<file path="src/sv/tmeb_pkg.sv">
// tmeb_pkg.sv: shared types and codes of the tag match extract buffer
`timescale 1ns / 1ps

package tmeb_pkg;

   localparam int TAG_BITS    = 8;
   localparam int STATUS_BITS = 2;
   localparam int KIND_BITS   = 2;
   localparam int COUNT_OUT_BITS = 5;
   localparam int MAX_RESULTS = 16;

   // command codes
   localparam logic CMD_INSERT = 1'b0;
   localparam logic CMD_POP    = 1'b1;

   // tag kind codes
   localparam logic [KIND_BITS-1:0] KIND_RECEIVER    = 2'd0;
   localparam logic [KIND_BITS-1:0] KIND_TRANSMITTER = 2'd1;
   localparam logic [KIND_BITS-1:0] KIND_TARGET      = 2'd2;

   // result status codes
   localparam logic [STATUS_BITS-1:0] STATUS_OK         = 2'd0;
   localparam logic [STATUS_BITS-1:0] STATUS_FULL       = 2'd1;
   localparam logic [STATUS_BITS-1:0] STATUS_NONE_FOUND = 2'd2;

   typedef struct packed {
      logic [TAG_BITS-1:0] receiver;
      logic [TAG_BITS-1:0] transmitter;
      logic [TAG_BITS-1:0] target;
   } tags_type;

   localparam int TAGS_BITS = $bits(tags_type);

   function automatic logic tag_match(tags_type t, logic [KIND_BITS-1:0] kind,
                                      logic [TAG_BITS-1:0] value);
      logic hit;
      case (kind)
         KIND_RECEIVER:    hit = (t.receiver == value);
         KIND_TRANSMITTER: hit = (t.transmitter == value);
         KIND_TARGET:      hit = (t.target == value);
         default:          hit = 1'b0;
      endcase
      return hit;
   endfunction

endpackage

</file>
<file path="src/sv/tag_match_extract_buffer_top.sv">
// tag_match_extract_buffer_top.sv: ordered tagged entry store with pop by tag
`timescale 1ns / 1ps

// Usage: an item is taken when start is high and busy is low. req_cmd picks an
// insert (append one entry at the young end) or a pop (remove every entry whose
// tag of kind req_tag_kind equals req_tag_value, oldest first).
// Results come on the rsp_ ports for one cycle each, marked by rsp_valid; the
// receiver cannot stall them, so each result must be taken as it appears.
// An insert gives one result (ok or full) in the cycle after it is taken and
// leaves busy low, so inserts can follow back to back.
// A pop walks the entry memory one entry a cycle through its single read port
// and writes kept entries back compacted: it stays busy until the scan is done and
// gives one result per removed entry (up to 16) or a single none found result.
// Results of a pop trail the scan by one entry, so the final one can carry
// rsp_last_of_run. A pop of an empty store answers in the next cycle.
// Reset empties the store at once (only the entry count is cleared); no item is
// in flight after reset.
module tag_match_extract_buffer_top #(
   parameter int STORE_DEPTH  = 16,
   parameter int PAYLOAD_BITS = 32
) (
   input  logic                                   clock,
   input  logic                                   reset,
   input  logic                                   start,
   output logic                                   busy,
   input  logic                                   req_cmd,
   input  logic [tmeb_pkg::KIND_BITS-1:0]         req_tag_kind,
   input  logic [tmeb_pkg::TAG_BITS-1:0]          req_tag_value,
   input  logic [tmeb_pkg::TAG_BITS-1:0]          req_entry_receiver,
   input  logic [tmeb_pkg::TAG_BITS-1:0]          req_entry_transmitter,
   input  logic [tmeb_pkg::TAG_BITS-1:0]          req_entry_target,
   input  logic [PAYLOAD_BITS-1:0]                req_entry_payload,
   output logic                                   rsp_valid,
   output logic [tmeb_pkg::STATUS_BITS-1:0]       rsp_result_status,
   output logic [tmeb_pkg::TAG_BITS-1:0]          rsp_out_receiver,
   output logic [tmeb_pkg::TAG_BITS-1:0]          rsp_out_transmitter,
   output logic [tmeb_pkg::TAG_BITS-1:0]          rsp_out_target,
   output logic [PAYLOAD_BITS-1:0]                rsp_out_payload,
   output logic                                   rsp_last_of_run,
   output logic [tmeb_pkg::COUNT_OUT_BITS-1:0]    rsp_stored_count
);

   localparam int AW = $clog2(STORE_DEPTH);
   localparam int CW = $clog2(STORE_DEPTH + 1);
   localparam int TW = (CW > tmeb_pkg::COUNT_OUT_BITS) ? CW : tmeb_pkg::COUNT_OUT_BITS;
   localparam int WW = tmeb_pkg::TAGS_BITS + PAYLOAD_BITS;

   typedef enum logic {
      ST_IDLE,
      ST_SCAN
   } state_type;

   state_type state_ff, state_in;

   logic [CW-1:0] count_ff, count_in;
   logic [CW-1:0] issue_ff, issue_in;
   logic [CW-1:0] keep_ff, keep_in;
   logic [TW-1:0] taken_ff, taken_in;
   logic          chk_valid_ff, chk_valid_in;
   logic          held_valid_ff, held_valid_in;
   logic [WW-1:0] held_ff, held_in;
   logic [tmeb_pkg::KIND_BITS-1:0] kind_ff, kind_in;
   logic [tmeb_pkg::TAG_BITS-1:0]  tag_ff, tag_in;

   logic                                rsp_valid_ff, rsp_valid_in;
   logic [tmeb_pkg::STATUS_BITS-1:0]    rsp_status_ff, rsp_status_in;
   logic [WW-1:0]                       rsp_entry_ff, rsp_entry_in;
   logic                                rsp_last_ff, rsp_last_in;
   logic [tmeb_pkg::COUNT_OUT_BITS-1:0] rsp_count_ff, rsp_count_in;

   // entry memory, one write and one registered read port
   logic [WW-1:0] entry_mem [STORE_DEPTH];
   logic [WW-1:0] rd_data_ff;
   logic [AW-1:0] rd_addr;
   logic          mem_we;
   logic [AW-1:0] mem_waddr;
   logic [WW-1:0] mem_wdata;

   tmeb_pkg::tags_type rd_tags;
   logic               rd_hit;
   logic [TW-1:0]      remain;

   always_ff @(posedge clock) begin
      if (mem_we) begin
         entry_mem[mem_waddr] <= mem_wdata;
      end
      rd_data_ff <= entry_mem[rd_addr];
   end

   assign rd_addr = issue_ff[AW-1:0];
   assign rd_tags = tmeb_pkg::tags_type'(rd_data_ff[PAYLOAD_BITS +: tmeb_pkg::TAGS_BITS]);
   assign rd_hit  = tmeb_pkg::tag_match(rd_tags, kind_ff, tag_ff)
                    && (taken_ff < TW'(tmeb_pkg::MAX_RESULTS));
   assign remain  = TW'(count_ff) - taken_ff;

   always_comb begin
      state_in      = state_ff;
      count_in      = count_ff;
      issue_in      = issue_ff;
      keep_in       = keep_ff;
      taken_in      = taken_ff;
      chk_valid_in  = 1'b0;
      held_valid_in = held_valid_ff;
      held_in       = held_ff;
      kind_in       = kind_ff;
      tag_in        = tag_ff;
      rsp_valid_in  = 1'b0;
      rsp_status_in = rsp_status_ff;
      rsp_entry_in  = rsp_entry_ff;
      rsp_last_in   = rsp_last_ff;
      rsp_count_in  = rsp_count_ff;
      mem_we        = 1'b0;
      mem_waddr     = count_ff[AW-1:0];
      mem_wdata     = {req_entry_receiver, req_entry_transmitter, req_entry_target,
                       req_entry_payload};

      case (state_ff)
         ST_IDLE: begin
            if (start) begin
               if (req_cmd == tmeb_pkg::CMD_INSERT) begin
                  rsp_valid_in = 1'b1;
                  rsp_entry_in = '0;
                  rsp_last_in  = 1'b1;
                  if (count_ff >= CW'(STORE_DEPTH)) begin
                     rsp_status_in = tmeb_pkg::STATUS_FULL;
                     rsp_count_in  = tmeb_pkg::COUNT_OUT_BITS'(TW'(count_ff));
                  end else begin
                     mem_we        = 1'b1;
                     count_in      = count_ff + 1'b1;
                     rsp_status_in = tmeb_pkg::STATUS_OK;
                     rsp_count_in  = tmeb_pkg::COUNT_OUT_BITS'(TW'(count_ff) + 1'b1);
                  end
               end else begin
                  kind_in = req_tag_kind;
                  tag_in  = req_tag_value;
                  if (count_ff == '0) begin
                     rsp_valid_in  = 1'b1;
                     rsp_status_in = tmeb_pkg::STATUS_NONE_FOUND;
                     rsp_entry_in  = '0;
                     rsp_last_in   = 1'b1;
                     rsp_count_in  = '0;
                  end else begin
                     state_in      = ST_SCAN;
                     issue_in      = '0;
                     keep_in       = '0;
                     taken_in      = '0;
                     held_valid_in = 1'b0;
                  end
               end
            end
         end
         ST_SCAN: begin
            if (issue_ff < count_ff) begin
               chk_valid_in = 1'b1;
               issue_in     = issue_ff + 1'b1;
            end
            if (chk_valid_ff) begin
               if (rd_hit) begin
                  // hand out the previous match, it is not the final one
                  if (held_valid_ff) begin
                     rsp_valid_in  = 1'b1;
                     rsp_status_in = tmeb_pkg::STATUS_OK;
                     rsp_entry_in  = held_ff;
                     rsp_last_in   = 1'b0;
                     rsp_count_in  = remain[tmeb_pkg::COUNT_OUT_BITS-1:0];
                  end
                  held_in       = rd_data_ff;
                  held_valid_in = 1'b1;
                  taken_in      = taken_ff + 1'b1;
               end else begin
                  // compact kept entry toward the old end
                  mem_we    = 1'b1;
                  mem_waddr = keep_ff[AW-1:0];
                  mem_wdata = rd_data_ff;
                  keep_in   = keep_ff + 1'b1;
               end
            end else if (issue_ff == count_ff) begin
               state_in     = ST_IDLE;
               rsp_valid_in = 1'b1;
               rsp_last_in  = 1'b1;
               if (held_valid_ff) begin
                  rsp_status_in = tmeb_pkg::STATUS_OK;
                  rsp_entry_in  = held_ff;
                  rsp_count_in  = remain[tmeb_pkg::COUNT_OUT_BITS-1:0];
                  count_in      = CW'(remain);
                  held_valid_in = 1'b0;
               end else begin
                  rsp_status_in = tmeb_pkg::STATUS_NONE_FOUND;
                  rsp_entry_in  = '0;
                  rsp_count_in  = tmeb_pkg::COUNT_OUT_BITS'(TW'(count_ff));
               end
            end
         end
         default: begin
            state_in = ST_IDLE;
         end
      endcase
   end

   always_ff @(posedge clock) begin
      if (reset) begin
         state_ff      <= ST_IDLE;
         count_ff      <= '0;
         chk_valid_ff  <= 1'b0;
         held_valid_ff <= 1'b0;
         rsp_valid_ff  <= 1'b0;
      end else begin
         state_ff      <= state_in;
         count_ff      <= count_in;
         chk_valid_ff  <= chk_valid_in;
         held_valid_ff <= held_valid_in;
         rsp_valid_ff  <= rsp_valid_in;
      end
      issue_ff      <= issue_in;
      keep_ff       <= keep_in;
      taken_ff      <= taken_in;
      held_ff       <= held_in;
      kind_ff       <= kind_in;
      tag_ff        <= tag_in;
      rsp_status_ff <= rsp_status_in;
      rsp_entry_ff  <= rsp_entry_in;
      rsp_last_ff   <= rsp_last_in;
      rsp_count_ff  <= rsp_count_in;
   end

   assign busy                = (state_ff != ST_IDLE);
   assign rsp_valid           = rsp_valid_ff;
   assign rsp_result_status   = rsp_status_ff;
   assign rsp_out_receiver    = rsp_entry_ff[PAYLOAD_BITS + 2*tmeb_pkg::TAG_BITS +: tmeb_pkg::TAG_BITS];
   assign rsp_out_transmitter = rsp_entry_ff[PAYLOAD_BITS + tmeb_pkg::TAG_BITS +: tmeb_pkg::TAG_BITS];
   assign rsp_out_target      = rsp_entry_ff[PAYLOAD_BITS +: tmeb_pkg::TAG_BITS];
   assign rsp_out_payload     = rsp_entry_ff[PAYLOAD_BITS-1:0];
   assign rsp_last_of_run     = rsp_last_ff;
   assign rsp_stored_count    = rsp_count_ff;

   // an insert always answers in the next cycle with a final result
   a_insert_answers: assert property (@(posedge clock) disable iff (reset)
      (start && !busy && req_cmd == tmeb_pkg::CMD_INSERT) |=> (rsp_valid && rsp_last_of_run))
      else $error("insert did not answer in the next cycle");

   // full and none found results close the run
   a_status_last: assert property (@(posedge clock) disable iff (reset)
      (rsp_valid && rsp_result_status != tmeb_pkg::STATUS_OK) |-> rsp_last_of_run)
      else $error("non entry result without last mark");

   // count never exceeds the store depth
   a_count_bound: assert property (@(posedge clock) disable iff (reset)
      count_ff <= CW'(STORE_DEPTH))
      else $error("entry count beyond depth");

   // compaction writes never overtake the scan reads
   a_keep_behind: assert property (@(posedge clock) disable iff (reset)
      (state_ff == ST_SCAN) |-> (keep_ff <= issue_ff))
      else $error("compaction pointer ahead of scan");

endmodule

</file>
<file path="config.mk">
export PLATFORM = sky130hd
export DESIGN_NAME = tag_match_extract_buffer_top
export DESIGN_NICKNAME = d
export VERILOG_FILES = /design/src/sv/tmeb_pkg.sv /design/src/sv/tag_match_extract_buffer_top.sv
export SDC_FILE = /design/constraint.sdc
export NUM_CORES = 1
export LEC_CHECK = 0
export ABC_AREA = 1
export BUFFER_PORTS_ARGS = -buffer_cell sky130_fd_sc_hd__clkbuf_2
export CAP_MARGIN = 25
export CORE_MARGIN = 2
export CORE_UTILIZATION = 40
export DETAILED_ROUTE_END_ITERATION = 8
export SLEW_MARGIN = 5
export SYNTH_ARGS = -nofsm -noshare
export SYNTH_HDL_FRONTEND = slang
export SYNTH_SLANG_ARGS = --single-unit
</file>
<file path="constraint.sdc">
create_clock -name clock -period 19.9 [get_ports clock]
set_input_delay 3.98 -clock clock [delete_from_list [all_inputs] [get_ports clock]]
set_output_delay 3.98 -clock clock [all_outputs]
set_load 0.02 [all_outputs]
</file>
# Word level (Yosys, flattened, before mapping)
# Memories as Yosys holds them, arrays and structs flattened. A register that Yosys moved wholly into a read port is not among the register bits.
# Index checks and enable logic that the tools add are counted.
[classes] muxes=89 n_addsub=5 magnitude_cmp=3 n_eq_ne=20 n_bitwise=1 n_reduce_logical=12
[op_table] cell="$mux W56" count=11
[op_table] cell="$pmux W56 S2" count=1
[op_table] cell="$mux W5" count=20
[op_table] cell="$pmux W5 S2" count=5
[op_table] cell="$mux W1" count=34
[op_table] cell="$eq A8 B8 Y1" count=3
[op_table] cell="$add A5 B1 Y5 const B" count=4
[op_table] cell="$reduce_and A5 Y1" count=4
[op_table] cell="$mux W2" count=8
[op_table] cell="$mux W4" count=3
[op_table] cell="$ne A2 B2 Y1 const B" count=6
[op_table] cell="$pmux W1 S2" count=5
[op_table] cell="$ne A2 B1 Y1 const B" count=4
[op_table] cell="$reduce_and A4 Y1" count=2
[op_table] cell="$ne A3 B2 Y1 const B" count=2
[op_table] cell="$reduce_and A3 Y1" count=2
[op_table] cell="$eq A5 B5 Y1" count=1
[op_table] cell="$ge A5 B5 Y1 const B" count=1
[op_table] cell="$logic_not A5 Y1" count=1
[op_table] cell="$lt A5 B5 Y1" count=1
[op_table] cell="$lt A5 B5 Y1 const B" count=1
[op_table] cell="$sub A5 B5 Y5" count=1
[op_table] cell="$pmux W2 S2" count=1
[op_table] cell="$ne A3 B1 Y1 const B" count=1
[op_table] cell="other kinds (8)" count=8
[word_totals] ff_bits=154 ramBits=896 inputBits=70 n_memories=1 output_inout_bits=66
[mem_list] name="entry_mem" words=16 width=56 rd=1 rd_clocked_by_memory_dff=1 write_ports=1 line_no="tag_match_extract_buffer_top.sv:72" rtl="logic [WW-1:0] entry_mem [STORE_DEPTH];"

# Depth between registers and ports, before layout
[depth] ltp_word=8 mapped_depth=17 ltp_nobuf=15

# Least setup slack after synthesis
# No wires, ideal clock.
[synth_path] path_type="input to register" startpoint="in req_cmd" endpoint="mem entry_mem[10][0] (netlist bit), enable pin" arrival_time_ps=7346 path_buffers=0 path_slack_ps=12084 path_stages=7 cell_sequence="nor2_1 -> inv_1 -> nor2_1 -> inv_1 -> o21ai_1 -> nand3_2 -> nor2_1"
[synth_between] elab_chain_len=5
[synth_lines] item="from (decl)" line_no="tag_match_extract_buffer_top.sv:26" rtl="input logic req_cmd,"
[synth_lines] item="$mux W1" line_no="tag_match_extract_buffer_top.sv:120" rtl="if (req_cmd == tmeb_pkg::CMD_INSERT) begin"
[synth_lines] item="$mux W1" line_no="tag_match_extract_buffer_top.sv:119" rtl="if (start) begin"
[synth_lines] item="$pmux W1 S2" line_no="tag_match_extract_buffer_top.sv:117" rtl="case (state_ff)"
[synth_lines] item="$mux W1" line_no="tag_match_extract_buffer_top.sv:84" rtl="if (mem_we) begin"
[synth_lines] item="$mux W1 (implied by the code)" line_no="tag_match_extract_buffer_top.sv:85" rtl="entry_mem[mem_waddr] <= mem_wdata;"
[synth_lines] item="to (decl)" line_no="tag_match_extract_buffer_top.sv:72"
# No other way between the ends.

# Final worst setup path
[layout_path] startpoint="in req_cmd" endpoint="mem entry_mem[8][31] (netlist bit), enable pin"
# The elaborated chain is that of the path after synthesis.

==> impl_results.md <==
* Outcome: complete, no violations
* R2R cell count at 14
* Min Tclk post-route at 6.77 ns
* YS warnings at 0
* Asr flop ratio synth at 0%
* Compound-Gate Fraction of Synth Area at under 10%
* Area growth syn-to-layout at 13.7%
* Comb power frac at roughly an eighth
* Sw Ratio at approximately 25%
* Reg2reg start: kind_ff[1]
* Setup_tns at 0 ns
* Top post-synthesis cells by area: edfxtp_1 73%, nor2_1 5.2%, nand2_1 3.4%
* Synth Area in Simple Gates at between 10% and 20%
* CP endpoint: entry_mem[8][31]
* Residual DRC at 0
* Largest net degree at the start of global routing at 229
* Insertion delay to the later sink of the worst-skew pair at between 0.6 and 0.7 ns
* Vias in the first global route at roughly 24,000
* Worst hold path type: flop to flop
* Setup slack, reg-to-reg at ~15 ns
* Worst IR drop on VDD at 0.0000718 V
* Number of synthesized flops with an enable pin at around 1,000
* CP Class: input port to flop
* Clk network pwr share at 38.2%
* Fmax at ~0.15 GHz
* Internal power at a little over 4000 uW
* P_leak at about 0.017 uW
* Synthesized cell area at ~43,000 um2
* Mux share of post-synthesis cell area at 2.03%
* Final hold violation count at 0
* Metal2 WL at 46.1 mm
* Mapped Nets at about 3,300
* Clk buf depth at 3
* Mapped Cells at ~3,200
* Net Switching at 1390 uW
* Post-CTS Setup Inserts at 0
* Power Density at 113 nW/um2
* Die Width at roughly 330 um
* Ratio of cells with drive above 1 in the final layout at ~12%
* Worst Skew at 0.0345 ns
* # IOs at 136
* Via density at 5.25
* Post-synth top cells: 1,040 x edfxtp_1, 598 x nor2_1, 392 x nand2_1
* Worst setup path start: req_cmd
* Crit path capture type: flop
* Root Buffer: clkbuf_16
* Netlist cell types at 38
* Routed Antenna Nets at 0
* Max-Cap Viols at 0
* DR WL met3 at approximately 4.8 mm
* Post-synth top area cell: edfxtp_1
* Htree depth at 3
* Xor-xnor portion of the synthesized cell area at less than 1%
* Tightest Pin Transition at 1.20 ns
* Cts hold-fix bufs at 0
* Max-slew violations at 0
* Arr. time, crit path at between 7 and 8 ns
* Count leader, synth: edfxtp_1
* DP Wirelength at 52.5 mm
* GRT overflow at 0
* Share of the synthesized area in the top cell type at between 70 and 80%
* Max-slew headroom at 20.1%
* Total global-route track usage at roughly 17%
* Synth Register Bits at 1,105
* Ys flop type: edfxtp_1
* DIE AREA at 110,000 um2
* 1st-iter DRT viols at approximately 2,000
* Period utilization at 34.0%
* Met1 WL at 44.3 mm
* Worst setup margin at around 13 ns
* Req. time, crit path at 20.20 ns
* Final setup fails at 0
* TritonCTS clock tree: done
* Syn Area/Cell at about 14 um2
* Crit path launch type: input port
* # rows at 120
* Clock sinks at roughly 1,100
* Average wire per standard cell at 20.3 um
* Final WL at ~97 mm
* Drt pass-1 iters at 5
* Initial antenna violation count at 2
* Sequential Power Share at roughly 50%
* Gpl congestion at slightly below 0.8
* Max FO, Critical Path at 30
* Post-CTS sizing at 0
* Largest family of logic cells by synthesized area: simple AND/OR/NAND/NOR gates
* Unrepaired setup endpoints after global routing: false
* CTS Buf Count at between 100 and 150
* Sequential cell area fraction in the yosys report at around 76%
* Post-Place Worst Slack at between 10 and 15 ns
* Initial Util at roughly two fifths
* Max layer used: met5
* First-pass GRT wire length at ~150 mm
* Number of buffers added on ports at 135
* Die outline height at about 330 um
* Nets at around 3,400
* Total number of vias at ~25,000
* Clock slew at reported path FFs at 0.06 ns
* Synth Area in Adders at less than 1%
* Core ar. at roughly 110,000 um2
* Worst R2R End: entry_mem[8][31]
area by class of cell:
type                    instances  area (um2)
inverters                     101         388
multi-input cells            1772        9390
well taps                    1403        1760
flip-flops and latches       1105       32500
clock inverters                60         616
diodes                          1        2.50
repair buffers                179        1090
fillers                      9378       57900
clock buffers                 146        3090
cells in the final DEF, fill, tap and decap left out, types with 20 or more instances in the layout:
| cell | Yosys | final |
|---|---|---|
| o32ai_1 | 137 | 137 |
| nand2_1 | 392 | 392 |
| o211ai_1 | 28 | 28 |
| buf_4 | 4 | 37 |
| nand3_1 | 126 | 125 |
| clkbuf_16 | 0 | 114 |
| clkbuf_2 | 0 | 135 |
| mux2i_1 | 87 | 87 |
| edfxtp_1 | 1040 | 1040 |
| dfxtp_1 | 65 | 65 |
| inv_1 | 96 | 91 |
| nor2_1 | 598 | 580 |
| o21ai_0 | 239 | 239 |
| o221ai_1 | 89 | 89 |
| clkinv_2 | 0 | 24 |
| clkbuf_1 | 154 | 20 |
metrics by stage:
stage,hold slack [ns],total power [uW],cell area [um2],util (%),cells
after CTS,0.433,5560,48800,45.7,4763
after global placement,0.416,3450,45100,42.2,4555
after floorplan,0.409,3220,43000,-,3176
after global routing,0.442,5720,48900,45.8,4766
after detailed placement,0.417,3460,45100,42.2,4557
final,0.432,5500,48900,45.8,4767
power groups by stage:
stage          registers [uW]  clock network, uW  logic [uW]
2_1_floorplan            2790                  0         428
6_report                 2740               2100         658
3_5_place_dp             2790                  0         665
5_1_grt                  2750               2230         736
4_1_cts                  2740               2140         669
3_3_place_gp             2790                  0         660
logic make-up (layout without fill, tap and decap cells):
group	Yosys count	in the layout
DFF	1105	1105
AOI/OAI and AO/OA	522	522
adders and majority gates	18	18
and+or+nand+nor	1135	1135
muxes	87	87
xor gates and xnor gates	10	10
buffers and inverters	299	486
other	0	1
sequential cells by signal, indices dropped and copies added, names as in the netlist:
register and count:
rsp_last_of_run 1, held_valid_ff 1, held_ff 56, chk_valid_ff 1
keep_ff 4, issue_ff 5, rsp_result_status 2, rsp_valid 1
busy 1, kind_ff 2, entry_mem 896, count_ff 5
taken_ff 5, rd_data_ff 56, rsp_stored_count 5, rsp_entry_ff 56
tag_ff 8
worst min path at each step:
stage	start	endpoint	slack (ns)	depth (start not counted)
global route	rd_data_ff[0]	held_ff[0]	0.44	0
global placement	rd_data_ff[0]	held_ff[0]	0.42	0
finish	rd_data_ff[0]	held_ff[0]	0.43	0
CTS	rd_data_ff[0]	held_ff[0]	0.43	0
detailed placement	rd_data_ff[6]	held_ff[6]	0.42	0
floorplan	rd_data_ff[0]	held_ff[0]	0.41	0
per-layer routing:
layer,global-route usage (%),vias to the layer above
met5,0,-
met4,4.37,2
met1,24.7,12400
li1,-,11900
met3,2.43,125
met2,28.4,606
worst max-delay path: stages:
cell,delay [ns]
clkbuf_2,0.12
nor2_1,0.32
inv_1,0.12
nor2_1,0.12
inv_1,0.08
o21ai_1,0.58
nand3_2,0.32
nor2_4,0.80
buf_4,0.59
Power figures use the tool's default switching activity.
